**src/sv/tcld_pkg.sv**
```systemverilog
package tcld_pkg;

  localparam int LINE_CAP    = 64;
  localparam int STORE_DEPTH = LINE_CAP - 1;
  localparam int LEN_W       = $clog2(LINE_CAP);
  localparam int ADDR_W      = $clog2(STORE_DEPTH);

  localparam int MAX_TOK = 6;
  localparam int TOK_W   = 3;
  localparam int NUM_W   = 10;
  localparam int POS_W   = 3;

  localparam logic [NUM_W-1:0] NUM_SAT   = NUM_W'(1000);
  localparam logic [NUM_W-1:0] DUTY_MAX  = NUM_W'(999);
  localparam logic [NUM_W-1:0] LED_MAX   = NUM_W'(5);
  localparam logic [NUM_W-1:0] MOTOR_MIN = NUM_W'(1);
  localparam logic [NUM_W-1:0] MOTOR_MAX = NUM_W'(4);

  localparam logic [7:0] CH_NEWLINE = 8'h0A;
  localparam logic [7:0] CH_NUL     = 8'h00;

  typedef enum logic [4:0] {
    K_INFO          = 5'd0,
    K_MANUAL        = 5'd1,
    K_AUTO          = 5'd2,
    K_LED           = 5'd3,
    K_STOP          = 5'd4,
    K_IDLE          = 5'd5,
    K_ALL           = 5'd6,
    K_SINGLE        = 5'd7,
    E_MODE_MISSING  = 5'd8,
    E_MODE_BAD      = 5'd9,
    E_LED_MISSING   = 5'd10,
    E_LED_QUERY     = 5'd11,
    E_LED_RANGE     = 5'd12,
    E_MOTOR_MISSING = 5'd13,
    E_ALL_MISSING   = 5'd14,
    E_ALL_RANGE     = 5'd15,
    E_MOTOR_RANGE   = 5'd16,
    E_DUTY_MISSING  = 5'd17,
    E_DUTY_RANGE    = 5'd18,
    E_UNKNOWN       = 5'd19
  } kind_t;

  localparam int NUM_KW  = 10;
  localparam int KW_INFO   = 0;
  localparam int KW_MODE   = 1;
  localparam int KW_LED    = 2;
  localparam int KW_MOTOR  = 3;
  localparam int KW_MANUAL = 4;
  localparam int KW_AUTO   = 5;
  localparam int KW_QUERY  = 6;
  localparam int KW_STOP   = 7;
  localparam int KW_IDLE   = 8;
  localparam int KW_ALL    = 9;

  localparam logic [7:0] KW_TEXT [NUM_KW][8] = '{
    '{"i", "n", "f", "o", 8'h00, 8'h00, 8'h00, 8'h00},
    '{"m", "o", "d", "e", 8'h00, 8'h00, 8'h00, 8'h00},
    '{"l", "e", "d", 8'h00, 8'h00, 8'h00, 8'h00, 8'h00},
    '{"m", "o", "t", "o", "r", 8'h00, 8'h00, 8'h00},
    '{"m", "a", "n", "u", "a", "l", 8'h00, 8'h00},
    '{"a", "u", "t", "o", 8'h00, 8'h00, 8'h00, 8'h00},
    '{"?", 8'h00, 8'h00, 8'h00, 8'h00, 8'h00, 8'h00, 8'h00},
    '{"s", "t", "o", "p", 8'h00, 8'h00, 8'h00, 8'h00},
    '{"i", "d", "l", "e", 8'h00, 8'h00, 8'h00, 8'h00},
    '{"a", "l", "l", 8'h00, 8'h00, 8'h00, 8'h00, 8'h00}
  };

  localparam logic [POS_W-1:0] KW_LEN [NUM_KW] = '{
    3'd4, 3'd4, 3'd3, 3'd5, 3'd6, 3'd4, 3'd1, 3'd4, 3'd4, 3'd3
  };

  typedef struct packed {
    logic             neg;
    logic [NUM_W-1:0] mag;
  } num_t;

  typedef struct packed {
    logic [TOK_W-1:0]        count;
    logic [NUM_KW-1:0]       kw0;
    logic [NUM_KW-1:0]       kw1;
    num_t [MAX_TOK-1:1]      nums;
  } scan_t;

  function automatic logic [7:0] fold(input logic [7:0] c);
    logic [7:0] r;
    r = c;
    if (c >= "A" && c <= "Z") begin
      r = c + 8'd32;
    end
    return r;
  endfunction

  function automatic logic is_delim(input logic [7:0] c);
    return c == 8'h20 || c == 8'h09 || c == 8'h0D || c == 8'h0A;
  endfunction

  function automatic logic is_space(input logic [7:0] c);
    return c == 8'h20 || (c >= 8'h09 && c <= 8'h0D);
  endfunction

  // value lies in lo..hi; a minus sign is harmless only on zero
  function automatic logic num_in(input num_t n, input logic [NUM_W-1:0] lo,
                                  input logic [NUM_W-1:0] hi);
    return (!n.neg || n.mag == '0) && n.mag >= lo && n.mag <= hi;
  endfunction

endpackage

```
**src/sv/tcld_rx_if.sv**
```systemverilog
interface tcld_rx_if;
  logic       valid;
  logic       ready;
  logic [7:0] rx_byte;

  modport source (output valid, output rx_byte, input ready);
  modport sink (input valid, input rx_byte, output ready);
endinterface

```
**src/sv/tcld_res_if.sv**
```systemverilog
interface tcld_res_if;
  logic       valid;
  logic       ready;
  logic [4:0] result_kind;
  logic [2:0] led_mode;
  logic [1:0] motor_index;
  logic [9:0] duty_first;
  logic [9:0] duty_second;
  logic [9:0] duty_third;
  logic [9:0] duty_fourth;

  modport source (output valid, output result_kind, output led_mode, output motor_index,
                  output duty_first, output duty_second, output duty_third,
                  output duty_fourth, input ready);
  modport sink (input valid, input result_kind, input led_mode, input motor_index,
                input duty_first, input duty_second, input duty_third,
                input duty_fourth, output ready);
endinterface

```
**src/sv/tcld_line_ram.sv**
```systemverilog
module tcld_line_ram (
  input  logic                       clk,
  input  logic                       we,
  input  logic [tcld_pkg::ADDR_W-1:0] waddr,
  input  logic [7:0]                 wdata,
  input  logic [tcld_pkg::ADDR_W-1:0] raddr,
  output logic [7:0]                 rdata
);
  import tcld_pkg::*;

  logic [7:0] mem [STORE_DEPTH];

  always_ff @(posedge clk) begin
    if (we) begin
      mem[waddr] <= wdata;
    end
    rdata <= mem[raddr];
  end
endmodule

```
**src/sv/tcld_token_scan.sv**
```systemverilog
module tcld_token_scan (
  input  logic            clk,
  input  logic            rst,
  input  logic            clear,
  input  logic            ch_valid,
  input  logic [7:0]      ch,
  input  logic            finish,
  output tcld_pkg::scan_t res
);
  import tcld_pkg::*;

  typedef enum logic [1:0] {P_WS, P_DIG, P_END} phase_t;

  logic              in_tok;
  logic [TOK_W-1:0]  cnt;
  logic [POS_W-1:0]  pos;
  logic [NUM_KW-1:0] match;
  phase_t            phase;
  logic              neg;
  logic [NUM_W-1:0]  mag;
  logic [NUM_KW-1:0] kw0;
  logic [NUM_KW-1:0] kw1;
  num_t [MAX_TOK-1:1] nums;

  logic [7:0]        c;
  logic              delim;
  logic              start_tok;
  logic              step;
  logic              commit;
  logic [POS_W-1:0]  cur_pos;
  logic [NUM_KW-1:0] cur_match;
  phase_t            cur_phase;
  logic              cur_neg;
  logic [NUM_W-1:0]  cur_mag;
  logic [POS_W-1:0]  pos_next;
  logic [NUM_KW-1:0] match_next;
  phase_t            phase_next;
  logic              neg_next;
  logic [NUM_W-1:0]  mag_next;
  logic              is_digit;
  logic [13:0]       acc;
  logic [NUM_KW-1:0] matched;

  assign c         = fold(ch);
  assign delim     = is_delim(c);
  assign start_tok = ch_valid && !delim && !in_tok && cnt < TOK_W'(MAX_TOK);
  assign step      = ch_valid && !delim && (in_tok || start_tok);
  assign commit    = in_tok && ((ch_valid && delim) || finish);

  assign cur_pos   = start_tok ? '0 : pos;
  assign cur_match = start_tok ? '1 : match;
  assign cur_phase = start_tok ? P_WS : phase;
  assign cur_neg   = start_tok ? 1'b0 : neg;
  assign cur_mag   = start_tok ? '0 : mag;

  assign pos_next = (cur_pos == '1) ? cur_pos : cur_pos + 1'b1;
  assign is_digit = c >= "0" && c <= "9";
  assign acc      = 14'(cur_mag) * 14'd10 + 14'(c - "0");

  always_comb begin
    for (int w = 0; w < NUM_KW; w++) begin
      match_next[w] = cur_match[w] && cur_pos < KW_LEN[w] && c == KW_TEXT[w][cur_pos];
      matched[w]    = match[w] && pos == KW_LEN[w];
    end
  end

  always_comb begin
    phase_next = cur_phase;
    neg_next   = cur_neg;
    mag_next   = cur_mag;
    case (cur_phase)
      P_WS: begin
        if (is_space(c)) begin
          phase_next = P_WS;
        end else if (c == "+" || c == "-") begin
          neg_next   = c == "-";
          phase_next = P_DIG;
        end else if (is_digit) begin
          mag_next   = acc > 14'(NUM_SAT) ? NUM_SAT : acc[NUM_W-1:0];
          phase_next = P_DIG;
        end else begin
          phase_next = P_END;
        end
      end
      P_DIG: begin
        if (is_digit) begin
          mag_next = acc > 14'(NUM_SAT) ? NUM_SAT : acc[NUM_W-1:0];
        end else begin
          phase_next = P_END;
        end
      end
      P_END: phase_next = P_END;
      default: phase_next = P_END;
    endcase
  end

  always_ff @(posedge clk) begin
    if (rst || clear) begin
      in_tok <= 1'b0;
      cnt    <= '0;
    end else begin
      if (step) begin
        in_tok <= 1'b1;
        pos    <= pos_next;
        match  <= match_next;
        phase  <= phase_next;
        neg    <= neg_next;
        mag    <= mag_next;
      end
      if (commit) begin
        in_tok <= 1'b0;
        cnt    <= cnt + 1'b1;
        if (cnt == '0) begin
          kw0 <= matched;
        end
        if (cnt == TOK_W'(1)) begin
          kw1 <= matched;
        end
        if (cnt != '0) begin
          nums[cnt] <= '{neg: neg, mag: mag};
        end
      end
    end
  end

  assign res.count = cnt;
  assign res.kw0   = kw0;
  assign res.kw1   = kw1;
  assign res.nums  = nums;
endmodule

```
**src/sv/text_command_line_decoder.sv**
```systemverilog
// text command line decoder
// rx channel: one received byte per request. bytes are kept in a line store
// of LINE_CAP-1 entries; later bytes of an overlong line are dropped.
// a newline byte (0x0A) ends the line and starts the decode; a newline on an
// empty line gives nothing.
// res channel: at most one command or error request per line, carrying the
// kind code, led pattern, motor index and up to four duties.
// the line store has one read port, so on a newline the walk reads one stored
// byte per cycle, then a drain state passes the last byte to the scanner, a
// flush state closes the last token and an emit state loads the result register.
// rx is held off from the start of the walk until the emit state is done.
// when res is stalled the finished result waits in its register; bytes of
// the next line are still taken, but the next newline decode holds until
// the register is free.
// reset (synchronous, rst high) empties the line and the result register;
// the store itself needs no clearing.
module text_command_line_decoder (
  input logic        clk,
  input logic        rst,
  tcld_rx_if.sink    rx,
  tcld_res_if.source res
);
  import tcld_pkg::*;

  typedef enum logic [2:0] {S_IDLE, S_WALK, S_DRAIN, S_FLUSH, S_EMIT} state_t;

  state_t            state;
  logic [LEN_W-1:0]  len;
  logic [ADDR_W-1:0] rd_addr;
  logic              rd_pend;
  logic              stopped;

  logic              out_valid;
  kind_t             out_kind;
  logic [2:0]        out_led;
  logic [1:0]        out_motor;
  logic [NUM_W-1:0]  out_d1;
  logic [NUM_W-1:0]  out_d2;
  logic [NUM_W-1:0]  out_d3;
  logic [NUM_W-1:0]  out_d4;

  logic              accept;
  logic              is_nl;
  logic              wr_en;
  logic [7:0]        rdata;
  logic              ch_valid;
  logic              scan_clear;
  logic              load;
  scan_t             scan;

  kind_t             d_kind;
  logic [2:0]        d_led;
  logic [1:0]        d_motor;
  logic [NUM_W-1:0]  d_d1;
  logic [NUM_W-1:0]  d_d2;
  logic [NUM_W-1:0]  d_d3;
  logic [NUM_W-1:0]  d_d4;

  assign rx.ready   = state == S_IDLE;
  assign accept     = rx.valid && rx.ready;
  assign is_nl      = rx.rx_byte == CH_NEWLINE;
  assign wr_en      = accept && !is_nl && len < LEN_W'(STORE_DEPTH);
  assign ch_valid   = rd_pend && !stopped && rdata != CH_NUL;
  assign scan_clear = accept && is_nl;
  assign load       = state == S_EMIT && scan.count != '0 && (!out_valid || res.ready);

  tcld_line_ram u_ram (
    .clk   (clk),
    .we    (wr_en),
    .waddr (len[ADDR_W-1:0]),
    .wdata (rx.rx_byte),
    .raddr (rd_addr),
    .rdata (rdata)
  );

  tcld_token_scan u_scan (
    .clk      (clk),
    .rst      (rst),
    .clear    (scan_clear),
    .ch_valid (ch_valid),
    .ch       (rdata),
    .finish   (state == S_FLUSH),
    .res      (scan)
  );

  always_comb begin
    d_kind  = E_UNKNOWN;
    d_led   = '0;
    d_motor = '0;
    d_d1    = '0;
    d_d2    = '0;
    d_d3    = '0;
    d_d4    = '0;
    if (scan.kw0[KW_INFO]) begin
      d_kind = K_INFO;
    end else if (scan.kw0[KW_MODE]) begin
      if (scan.count < TOK_W'(2)) d_kind = E_MODE_MISSING;
      else if (scan.kw1[KW_MANUAL]) d_kind = K_MANUAL;
      else if (scan.kw1[KW_AUTO]) d_kind = K_AUTO;
      else d_kind = E_MODE_BAD;
    end else if (scan.kw0[KW_LED]) begin
      if (scan.count < TOK_W'(2)) begin
        d_kind = E_LED_MISSING;
      end else if (scan.kw1[KW_QUERY]) begin
        d_kind = E_LED_QUERY;
      end else if (num_in(scan.nums[1], '0, LED_MAX)) begin
        d_kind = K_LED;
        d_led  = scan.nums[1].mag[2:0];
      end else begin
        d_kind = E_LED_RANGE;
      end
    end else if (scan.kw0[KW_MOTOR]) begin
      if (scan.count < TOK_W'(2)) begin
        d_kind = E_MOTOR_MISSING;
      end else if (scan.kw1[KW_STOP]) begin
        d_kind = K_STOP;
      end else if (scan.kw1[KW_IDLE]) begin
        d_kind = K_IDLE;
      end else if (scan.kw1[KW_ALL]) begin
        if (scan.count < TOK_W'(MAX_TOK)) begin
          d_kind = E_ALL_MISSING;
        end else if (num_in(scan.nums[2], '0, DUTY_MAX) && num_in(scan.nums[3], '0, DUTY_MAX)
                     && num_in(scan.nums[4], '0, DUTY_MAX)
                     && num_in(scan.nums[5], '0, DUTY_MAX)) begin
          d_kind = K_ALL;
          d_d1   = scan.nums[2].mag;
          d_d2   = scan.nums[3].mag;
          d_d3   = scan.nums[4].mag;
          d_d4   = scan.nums[5].mag;
        end else begin
          d_kind = E_ALL_RANGE;
        end
      end else if (!num_in(scan.nums[1], MOTOR_MIN, MOTOR_MAX)) begin
        d_kind = E_MOTOR_RANGE;
      end else if (scan.count < TOK_W'(3)) begin
        d_kind = E_DUTY_MISSING;
      end else if (num_in(scan.nums[2], '0, DUTY_MAX)) begin
        d_kind  = K_SINGLE;
        d_motor = 2'(scan.nums[1].mag - 1'b1);
        d_d1    = scan.nums[2].mag;
      end else begin
        d_kind = E_DUTY_RANGE;
      end
    end
  end

  always_ff @(posedge clk) begin
    if (rst) begin
      state     <= S_IDLE;
      len       <= '0;
      rd_pend   <= 1'b0;
      out_valid <= 1'b0;
    end else begin
      if (res.valid && res.ready && !load) begin
        out_valid <= 1'b0;
      end
      case (state)
        S_IDLE: begin
          rd_pend <= 1'b0;
          if (accept) begin
            if (is_nl) begin
              if (len != '0) begin
                rd_addr <= '0;
                stopped <= 1'b0;
                state   <= S_WALK;
              end
            end else if (wr_en) begin
              len <= len + 1'b1;
            end
          end
        end
        S_WALK: begin
          rd_pend <= 1'b1;
          if (rd_pend && rdata == CH_NUL) begin
            stopped <= 1'b1;
          end
          rd_addr <= rd_addr + 1'b1;
          if (LEN_W'(rd_addr) + 1'b1 == len) begin
            state <= S_DRAIN;
          end
        end
        S_DRAIN: begin
          // last stored byte is seen by the scanner this cycle
          rd_pend <= 1'b0;
          state   <= S_FLUSH;
        end
        S_FLUSH: begin
          state <= S_EMIT;
        end
        S_EMIT: begin
          if (scan.count == '0) begin
            len   <= '0;
            state <= S_IDLE;
          end else if (load) begin
            out_valid <= 1'b1;
            out_kind  <= d_kind;
            out_led   <= d_led;
            out_motor <= d_motor;
            out_d1    <= d_d1;
            out_d2    <= d_d2;
            out_d3    <= d_d3;
            out_d4    <= d_d4;
            len       <= '0;
            state     <= S_IDLE;
          end
        end
        default: state <= S_IDLE;
      endcase
    end
  end

  assign res.valid       = out_valid;
  assign res.result_kind = out_kind;
  assign res.led_mode    = out_led;
  assign res.motor_index = out_motor;
  assign res.duty_first  = out_d1;
  assign res.duty_second = out_d2;
  assign res.duty_third  = out_d3;
  assign res.duty_fourth = out_d4;
endmodule
```
**src/flat_wrapper.sv**
```systemverilog
// flat-port wrapper written by rule: the top's interface ports become plain ports
module text_command_line_decoder_flat import tcld_pkg::*;
  (clk, rst, rx_valid, rx_rx_byte, rx_ready, res_valid, res_result_kind, res_led_mode, res_motor_index, res_duty_first, res_duty_second, res_duty_third, res_duty_fourth, res_ready);
  tcld_rx_if rx_i ();
  tcld_res_if res_i ();
  input logic clk;
  input logic rst;
  input wire logic [$bits(rx_i.valid)-1:0] rx_valid;
  input wire logic [$bits(rx_i.rx_byte)-1:0] rx_rx_byte;
  output wire logic [$bits(rx_i.ready)-1:0] rx_ready;
  output wire logic [$bits(res_i.valid)-1:0] res_valid;
  output wire logic [$bits(res_i.result_kind)-1:0] res_result_kind;
  output wire logic [$bits(res_i.led_mode)-1:0] res_led_mode;
  output wire logic [$bits(res_i.motor_index)-1:0] res_motor_index;
  output wire logic [$bits(res_i.duty_first)-1:0] res_duty_first;
  output wire logic [$bits(res_i.duty_second)-1:0] res_duty_second;
  output wire logic [$bits(res_i.duty_third)-1:0] res_duty_third;
  output wire logic [$bits(res_i.duty_fourth)-1:0] res_duty_fourth;
  input wire logic [$bits(res_i.ready)-1:0] res_ready;
  assign rx_i.valid = rx_valid;
  assign rx_i.rx_byte = rx_rx_byte;
  assign rx_ready = rx_i.ready;
  assign res_valid = res_i.valid;
  assign res_result_kind = res_i.result_kind;
  assign res_led_mode = res_i.led_mode;
  assign res_motor_index = res_i.motor_index;
  assign res_duty_first = res_i.duty_first;
  assign res_duty_second = res_i.duty_second;
  assign res_duty_third = res_i.duty_third;
  assign res_duty_fourth = res_i.duty_fourth;
  assign res_i.ready = res_ready;
  text_command_line_decoder u_core (.clk(clk), .rst(rst), .rx(rx_i), .res(res_i));
endmodule
```
**config.mk**
```make
export PLATFORM = sky130hd
export DESIGN_NAME = text_command_line_decoder_flat
export DESIGN_NICKNAME = d
export VERILOG_FILES = /design/src/sv/tcld_pkg.sv /design/src/sv/tcld_rx_if.sv /design/src/sv/tcld_res_if.sv /design/src/sv/tcld_line_ram.sv /design/src/sv/tcld_token_scan.sv /design/src/sv/text_command_line_decoder.sv /design/src/flat_wrapper.sv
export SDC_FILE = /design/constraint.sdc
export NUM_CORES = 1
export LEC_CHECK = 0
export BUFFER_PORTS_ARGS = -buffer_cell sky130_fd_sc_hd__buf_4
export CORE_UTILIZATION = 40
export CTS_BUF_LIST = sky130_fd_sc_hd__clkbuf_16
export CTS_CLUSTER_SIZE = 40
export DETAILED_ROUTE_END_ITERATION = 6
export HOLD_SLACK_MARGIN = 0.03
export PLACE_DENSITY = 0.63
export SLEW_MARGIN = 20
export SYNTH_ARGS = -nofsm -noshare
export SYNTH_HDL_FRONTEND = slang
export SYNTH_HIERARCHICAL = 1
export SYNTH_SLANG_ARGS = --single-unit
```
**constraint.sdc**
```tcl
create_clock -name clk -period 8.9 [get_ports clk]
set_input_delay 1.78 -clock clk [delete_from_list [all_inputs] [get_ports clk]]
set_output_delay 1.78 -clock clk [all_outputs]
set_load 0.05 [all_outputs]
```
==> qor.tcl, run 1 <==
set qor(wire_length_per_cell_microns) 22.3
set qor(worstHoldPathType) {reg -> reg}
set qor(global_route.overflow_total) 0
set qor(synthesis_to_finish_area_growth_pct) 12.8
set qor(synth_nets) 1925
set qor(finalCritPeriodShare_pct) 82.6
set qor(core_sq_um) 73000
set qor(static-leakage-power_nw) 10.7
set qor(wl_microns) 66200
set qor(num_antenna_cells) 0
set qor(final_max_slew_viol_count) 0
set qor(max_slew_margin_pct) 28.7
set qor(post_cts_resize_count) 0
set qor(first_pass_grt_wire_length_microns) 101000
set qor(timing.rr.end) {u_core/u_scan/mag[9]}
set qor(design.final.nets) 1997
set qor(power-per-cell-area_nw_per_um2) 195
set qor(dpl.hpwl_microns) 42000
set qor(cts.repair_timing.setup_buffer_count) 0
set qor(grt_max_degree) 99
set qor(timing.rr.start) {u_core/u_ram/rdata[0]}
set qor(setup.worst_path.class) {reg -> reg}
set qor(initial_core_util_pct) 40.4
set qor(io_pins) 64
set qor(wl_met1_microns) 28500
set qor(setup_viol) 0
set qor(dp.cells) 2826
set qor(die_area_sq_um) 74800
set qor(synth.cell_area_sq_um) 29500
set qor(detailedRoute.firstPassIterationCount) 5
set qor(weighted_congestion_reported_at_the_end_of_routability_driven_placement) 0.870
set qor(finalNonFillerCells) 2962
set qor(fillCellCount) 6269
set qor(clock_root_cell) {sky130_fd_sc_hd__clkbuf_16}
set qor(cts_hold_repair.buffers) 0
set qor(max_cap_viol_count) 0
set qor(worst_setup_hold_path_clk_slew_ps) 60
set qor(clk-insertion-delay-late_ps) 630
set qor(finalHoldViolCount) 0
set qor(tritoncts) {built}
set qor(tritoncts_num_sinks) 675
set qor(timing_worst_slew_pin_value_ps) 1060
set qor(finalClockSkew_ps) 37.1
set qor(route.met2.wl_microns) 32100
set qor(avg_inst_size_synth_sq_um) 15.8
set qor(dieHeight_microns) 274
set qor(drc_errors) 0
set qor(critical_path_origin) {u_core/u_ram/rdata[0]}
set qor(final.setup.tns_ps) 0
set qor(setup_slack_on_the_worst_flop_to_flop_path_ps) 1550
set qor(top_layer_used) {met4}
set qor(critical_path.startpoint_type) {flop}
set qor(rsz0062_at_grt) {no}
set qor(drt_iter0_drc) 1550
set qor(post-route-min-period_ps) 7350
set qor(port-buffer-count) 63
set qor(critPathRequiredTime_ps) 9240
set qor(post_synth_inst_count) 1872
set qor(timing.critical_path.to) {u_core/u_scan/mag[9]}
set qor(worstSetupEndpointType) {flop}
set qor(ys_warn_count) 6
set qor(worst_ir_drop_vdd_mv) 0.155
set qor(track_usage_pct) 17.8
set qor(die_width_microns) 274
set qor(arrival_ps) 7690
set qor(run_status) {finished clean}
set qor(htree_num_levels) 3
set qor(antenna_violating_nets_post_route) 0
set qor(vias) 16800
set qor(dr_wl_met3_microns) 4400
set qor(peak_fanout_along_the_critical_path) 27
set qor(cts-buffers-inserted) 74
set qor(reg2reg_depth) 25
set qor(grt_pass1_vias) 16700
set qor(core.rowCount) 99
set qor(buffers_from_clock_root_to_sink_at_most) 3
set qor(drt-vias-per-instance) 5.67
set qor(max_freq_ghz) 0.136
set qor(initial_antenna_violation_count) 0
set qor(final_layout_size_suffix_gt1_share_pct) 17.4
==> area by class of cell <==
cell class	count	area, sq um	share of cell area, %
timing repair buffer	90	688	2.07
multi-input combinational	1063	8850	26.6
sequential	675	20000	60.2
tap	959	1200	3.61
inverter	40	150	0.451
clock inverter	61	492	1.48
clock buffer	74	1850	5.57
==> flip-flops by register name, summed over array words and instances, names as in the netlist, 8 cells and up <==
signal	flops
u_core/u_ram/mem	504
u_core/u_scan/res	55
u_core/res.duty_first	10
u_core/res.duty_fourth	10
u_core/res.duty_second	10
u_core/res.duty_third	10
u_core/u_scan/mag	10
u_core/u_scan/match	10
u_core/u_ram/rdata	8
==> worst max-delay path, stage by stage (launching register included) <==
cell and delay (ps):
sky130_fd_sc_hd__dfxtp_1 960, sky130_fd_sc_hd__or4_1 280, sky130_fd_sc_hd__o21ai_0 140, sky130_fd_sc_hd__o21bai_2 330, sky130_fd_sc_hd__ha_1 210, sky130_fd_sc_hd__nand3b_1 150
sky130_fd_sc_hd__a2111o_1 540, sky130_fd_sc_hd__nand3_2 430, sky130_fd_sc_hd__and3_1 240, sky130_fd_sc_hd__ha_1 190, sky130_fd_sc_hd__inv_1 60, sky130_fd_sc_hd__fa_1 400
sky130_fd_sc_hd__nor2b_1 110, sky130_fd_sc_hd__o21ai_0 80, sky130_fd_sc_hd__nand2b_1 120, sky130_fd_sc_hd__xor2_1 170, sky130_fd_sc_hd__ha_1 340, sky130_fd_sc_hd__a21oi_1 280
sky130_fd_sc_hd__o2111ai_1 150, sky130_fd_sc_hd__nor3_1 220, sky130_fd_sc_hd__o31ai_1 160, sky130_fd_sc_hd__xor2_1 180, sky130_fd_sc_hd__a211oi_2 220, sky130_fd_sc_hd__nand4b_1 440
sky130_fd_sc_hd__o311ai_0 480, sky130_fd_sc_hd__o21ai_0 150
==> how the worst min path moves through the flow <==
stage                               start                        end  slack, ps  cells past startpoint
CTS                 u_core/u_scan/res[35]   u_core/res.duty_third[2]        550                      1
global placement    u_core/u_scan/res[45]  u_core/res.duty_fourth[1]        530                      1
finish              u_core/u_scan/res[34]   u_core/res.duty_third[1]        550                      1
global route        u_core/u_scan/res[22]  u_core/res.duty_second[0]        560                      1
floorplan                  u_core/rd_pend             u_core/rd_pend        480                      2
detailed placement  u_core/u_scan/res[35]   u_core/res.duty_third[2]        530                      1
==> routing by layer <==
layer	vias to the layer above	track usage (%)
met4	0	4.62
met1	8550	24.3
met3	86	3.40
met2	615	29.1
li1	7551	-
met5	-	0
==> power by group <==
group | switching [mW] | internal, mW | total (mW) | leakage (nW)
Combinational | 0.0687 | 0.0198 | 0.0885 | 3.39
Sequential | 0.00775 | 3.48 | 3.49 | 6.10
Clock | 1.24 | 1.68 | 2.92 | 1.19
==> placed cells by master (no fill, tap or decap), types with 12 or more instances in the layout <==
cell                        instances
sky130_fd_sc_hd__nand2b_1          21
sky130_fd_sc_hd__mux2i_1           30
sky130_fd_sc_hd__ha_1              40
sky130_fd_sc_hd__nand3_1           35
sky130_fd_sc_hd__nor3b_1           19
sky130_fd_sc_hd__and3_1            19
sky130_fd_sc_hd__nor3_1            31
sky130_fd_sc_hd__xnor2_1           31
sky130_fd_sc_hd__nand4_1           12
sky130_fd_sc_hd__nor2b_1           28
sky130_fd_sc_hd__and2_1            44
sky130_fd_sc_hd__o21ai_0           50
sky130_fd_sc_hd__a211oi_1          12
sky130_fd_sc_hd__a21oi_1           63
sky130_fd_sc_hd__a22oi_1           27
sky130_fd_sc_hd__clkinv_2          12
sky130_fd_sc_hd__nor4_1            12
sky130_fd_sc_hd__dfxtp_1           23
sky130_fd_sc_hd__nor2_1           154
sky130_fd_sc_hd__edfxtp_1         652
sky130_fd_sc_hd__buf_4             88
sky130_fd_sc_hd__a31oi_1           14
sky130_fd_sc_hd__o211ai_1          17
sky130_fd_sc_hd__mux4_2           113
sky130_fd_sc_hd__nand2_1           93
sky130_fd_sc_hd__xor2_1            19
sky130_fd_sc_hd__clkbuf_16         74
sky130_fd_sc_hd__o31ai_1           12
sky130_fd_sc_hd__inv_1             51
sky130_fd_sc_hd__clkinv_1          20
==> metrics by stage <==
stage	hold slack [ps]	worst slack, ps	instance area (sq um)	utilization (%)	total power, mW
after detailed placement	533	1700	30900	42.4	3.64
after global routing	561	1050	33300	45.6	6.68
final	546	1550	33300	45.6	6.49
after floorplan	483	2810	29500	-	3.58
after CTS	546	1680	33300	45.6	6.56
after global placement	532	1950	30900	42.3	3.64
Power figures use the tool's default switching activity.
==> run 2: changes to the inputs <==
clock period = 7.05 ns   (was 8.9 ns; I/O delays follow)
==> run 2 against run 1 <==
Fmax increased by 16%; count of clock-buffer cells in the layout decreased by 1; sequential power increased by 26%; hold slack improved by 0.98 ps; global-route usage increased by 0.35 points; design area increased by 0.12%; total power increased by 26%; via count unchanged; combinational power increased by 34%; critical endpoint unchanged; routed wire length increased by 1.6%; core utilization increased by 0.055 points.
==> qor.tcl, run 2 (same netlist as run 1, synthesis figures left out) <==
set qor(final_layout_size_suffix_gt1_share_pct) 17.5 ;# was 17.4%
set qor(clk-insertion-delay-late_ps) 620 ;# was 630 ps
set qor(max_slew_margin_pct) 20.5 ;# was 28.7%
set qor(worst_setup_hold_path_clk_slew_ps) 60 ;# about the same
set qor(grt.met1_usage_pct) 24.2 ;# was 24.3%
set qor(track_usage_pct) 18.1 ;# was 17.8%
set qor(dieHeight_microns) 274 ;# unchanged
set qor(layout.cells.most_common) {sky130_fd_sc_hd__edfxtp_1} ;# unchanged
set qor(worst_ir_drop_vdd_mv) 0.200 ;# was 0.155 mV
set qor(synthesis_to_finish_area_growth_pct) 13.0 ;# was 12.8%
set qor(dpl.hpwl_microns) 42300 ;# was 42000 microns
set qor(grt_max_degree) 104 ;# was 99
set qor(port-buffer-count) 63 ;# unchanged
set qor(static-leakage-power_nw) 10.7 ;# about the same
set qor(vias) 16800 ;# unchanged
set qor(num_antenna_cells) 0 ;# unchanged
set qor(finalHoldViolCount) 0 ;# unchanged
set qor(max_cap_viol_count) 0 ;# unchanged
set qor(worstHoldPathType) {reg -> reg} ;# unchanged
set qor(most-common-layout-cells) {652 x sky130_fd_sc_hd__edfxtp_1, 154 x sky130_fd_sc_hd__nor2_1, 113 x sky130_fd_sc_hd__mux4_2} ;# unchanged
set qor(rsz0062_at_grt) {no} ;# unchanged
set qor(first_pass_grt_wire_length_microns) 103000 ;# was 101000 microns
set qor(preCtsSetupSlack_ps) 497 ;# was 1700 ps
set qor(report.power.total_mw) 8.19 ;# was 6.49 mW
set qor(power-per-cell-area_nw_per_um2) 246 ;# was 195 nW/um^2
set qor(reg2reg_depth) 26 ;# was 25
set qor(final.setup.tns_ps) 0 ;# unchanged
set qor(finalCritPeriodShare_pct) 89.5 ;# was 82.6%
set qor(largest-register) {u_core/u_ram/mem} ;# unchanged
set qor(setup_slack_on_the_worst_flop_to_flop_path_ps) 740 ;# was 1550 ps
set qor(weighted_congestion_reported_at_the_end_of_routability_driven_placement) 0.867 ;# was 0.870
set qor(drc_errors) 0 ;# unchanged
set qor(critical_path.max_stage_delay_ps) 640 ;# was 960 ps
set qor(global_route.overflow_total) 0 ;# unchanged
set qor(max_freq_ghz) 0.158 ;# was 0.136 GHz
set qor(arrival_ps) 6660 ;# was 7690 ps
set qor(final_max_slew_viol_count) 0 ;# unchanged
set qor(global_route.usage.met2_pct) 29.1 ;# about the same
set qor(critical_path.startpoint_type) {flop} ;# unchanged
set qor(clock_root_cell) {sky130_fd_sc_hd__clkbuf_16} ;# unchanged
set qor(grt_use_met3_pct) 4.21 ;# was 3.40%
set qor(cts-buffers-inserted) 72 ;# was 74
set qor(whs_ps) 547 ;# was 546 ps
set qor(finalClockSkew_ps) 26.0 ;# was 37.1 ps
set qor(initial_antenna_violation_count) 0 ;# unchanged
set qor(drt_iter0_drc) 1563 ;# was 1550
set qor(buffers_from_clock_root_to_sink_at_most) 3 ;# unchanged
set qor(setup_viol) 0 ;# unchanged
set qor(io_pins) 64 ;# unchanged
set qor(tritoncts_num_sinks) 675 ;# unchanged
set qor(detailedRoute.firstPassIterationCount) 5 ;# unchanged
set qor(antenna_violating_nets_post_route) 0 ;# unchanged
set qor(cts_hold_repair.buffers) 0 ;# unchanged
set qor(wire_length_per_cell_microns) 22.7 ;# was 22.3 microns
set qor(post-route-min-period_ps) 6310 ;# was 7350 ps
set qor(die_width_microns) 274 ;# unchanged
set qor(peak_fanout_along_the_critical_path) 12 ;# was 27
set qor(critPathRequiredTime_ps) 7390 ;# was 9240 ps
set qor(holdPathStages) 2 ;# was 1
set qor(tritoncts) {built} ;# unchanged
set qor(timing_worst_slew_pin_value_ps) 1180 ;# was 1060 ps
set qor(grt-busiest-layer) {met2} ;# unchanged
set qor(drt-vias-per-instance) 5.67 ;# about the same
set qor(fin_ws_ps) 738 ;# was 1550 ps
set qor(design.final.nets) 2001 ;# was 1997
set qor(grt_pass1_vias) 16900 ;# was 16700
set qor(core_sq_um) 73000 ;# unchanged
set qor(slowest_cp_cell) {sky130_fd_sc_hd__dfxtp_1} ;# unchanged
set qor(die_area_sq_um) 74800 ;# unchanged
set qor(setup.worst_path.class) {reg -> reg} ;# unchanged
set qor(worstSetupEndpointType) {flop} ;# unchanged
set qor(run_status) {finished clean} ;# unchanged
set qor(core.rowCount) 99 ;# unchanged
set qor(largest_reg_flops) 504 ;# unchanged
set qor(wl_microns) 67200 ;# was 66200 microns
set qor(initial_core_util_pct) 40.4 ;# unchanged
set qor(htree_num_levels) 3 ;# unchanged
-- run 2: worst max-delay path: cells and delay by family (launching register included) --
kind	cells	cell delay, ps
compound gates	10	2380
xor+xnor	1	170
fa+ha+maj	4	1150
buf+inv	2	260
flops	1	640
simple gates	9	1430
-- run 2: final timing paths --
check,to,start
setup / recovery,u_core/u_scan/mag[9],u_core/u_ram/rdata[6]
hold / removal,u_core/rd_pend,u_core/rd_pend
setup reg to reg,u_core/u_scan/mag[9],u_core/u_ram/rdata[6]
hold reg to reg,u_core/rd_pend,u_core/rd_pend
-- run 2: per-stage QoR --
step | utilization (%) | instance area (sq um) | std cells
after detailed placement | 42.5 | 31000 | 2830
after CTS | 45.6 | 33300 | 2960
final | 45.7 | 33300 | 2963
after global placement | 42.4 | 31000 | 2829
after global routing | 45.7 | 33300 | 2963
after floorplan | - | 29500 | 1872
-- run 2: power by group --
part	internal, mW	switching [mW]
sequential	4.39	0.00675
clock	2.12	1.55
combinational	0.0268	0.0919
total	6.54	1.65
-- run 2: layout make-up --
type                    count  area, sq um
clock buffers              73         1830
inverters                  40          150
well taps                 959         1200
flip-flops and latches    675        20000
clock inverters            57          478
repair buffers             96          758
fillers                  6219        39600
multi-input cells        1063         8860
-- run 2: repair_timing --
action                                  in CTS  in global routing
endpoints found under the setup margin       0                  8
buffers inserted                             0                  2
endpoints found under the hold margin        0                  0
gates resized for setup                      0                  0
-- run 2: metal layers --
layer,vias to the layer above,share of wire [%]
li1,7560,-
met1,8576,42
met2,568,48
met3,98,7.3
met4,0,2.2
met5,-,0
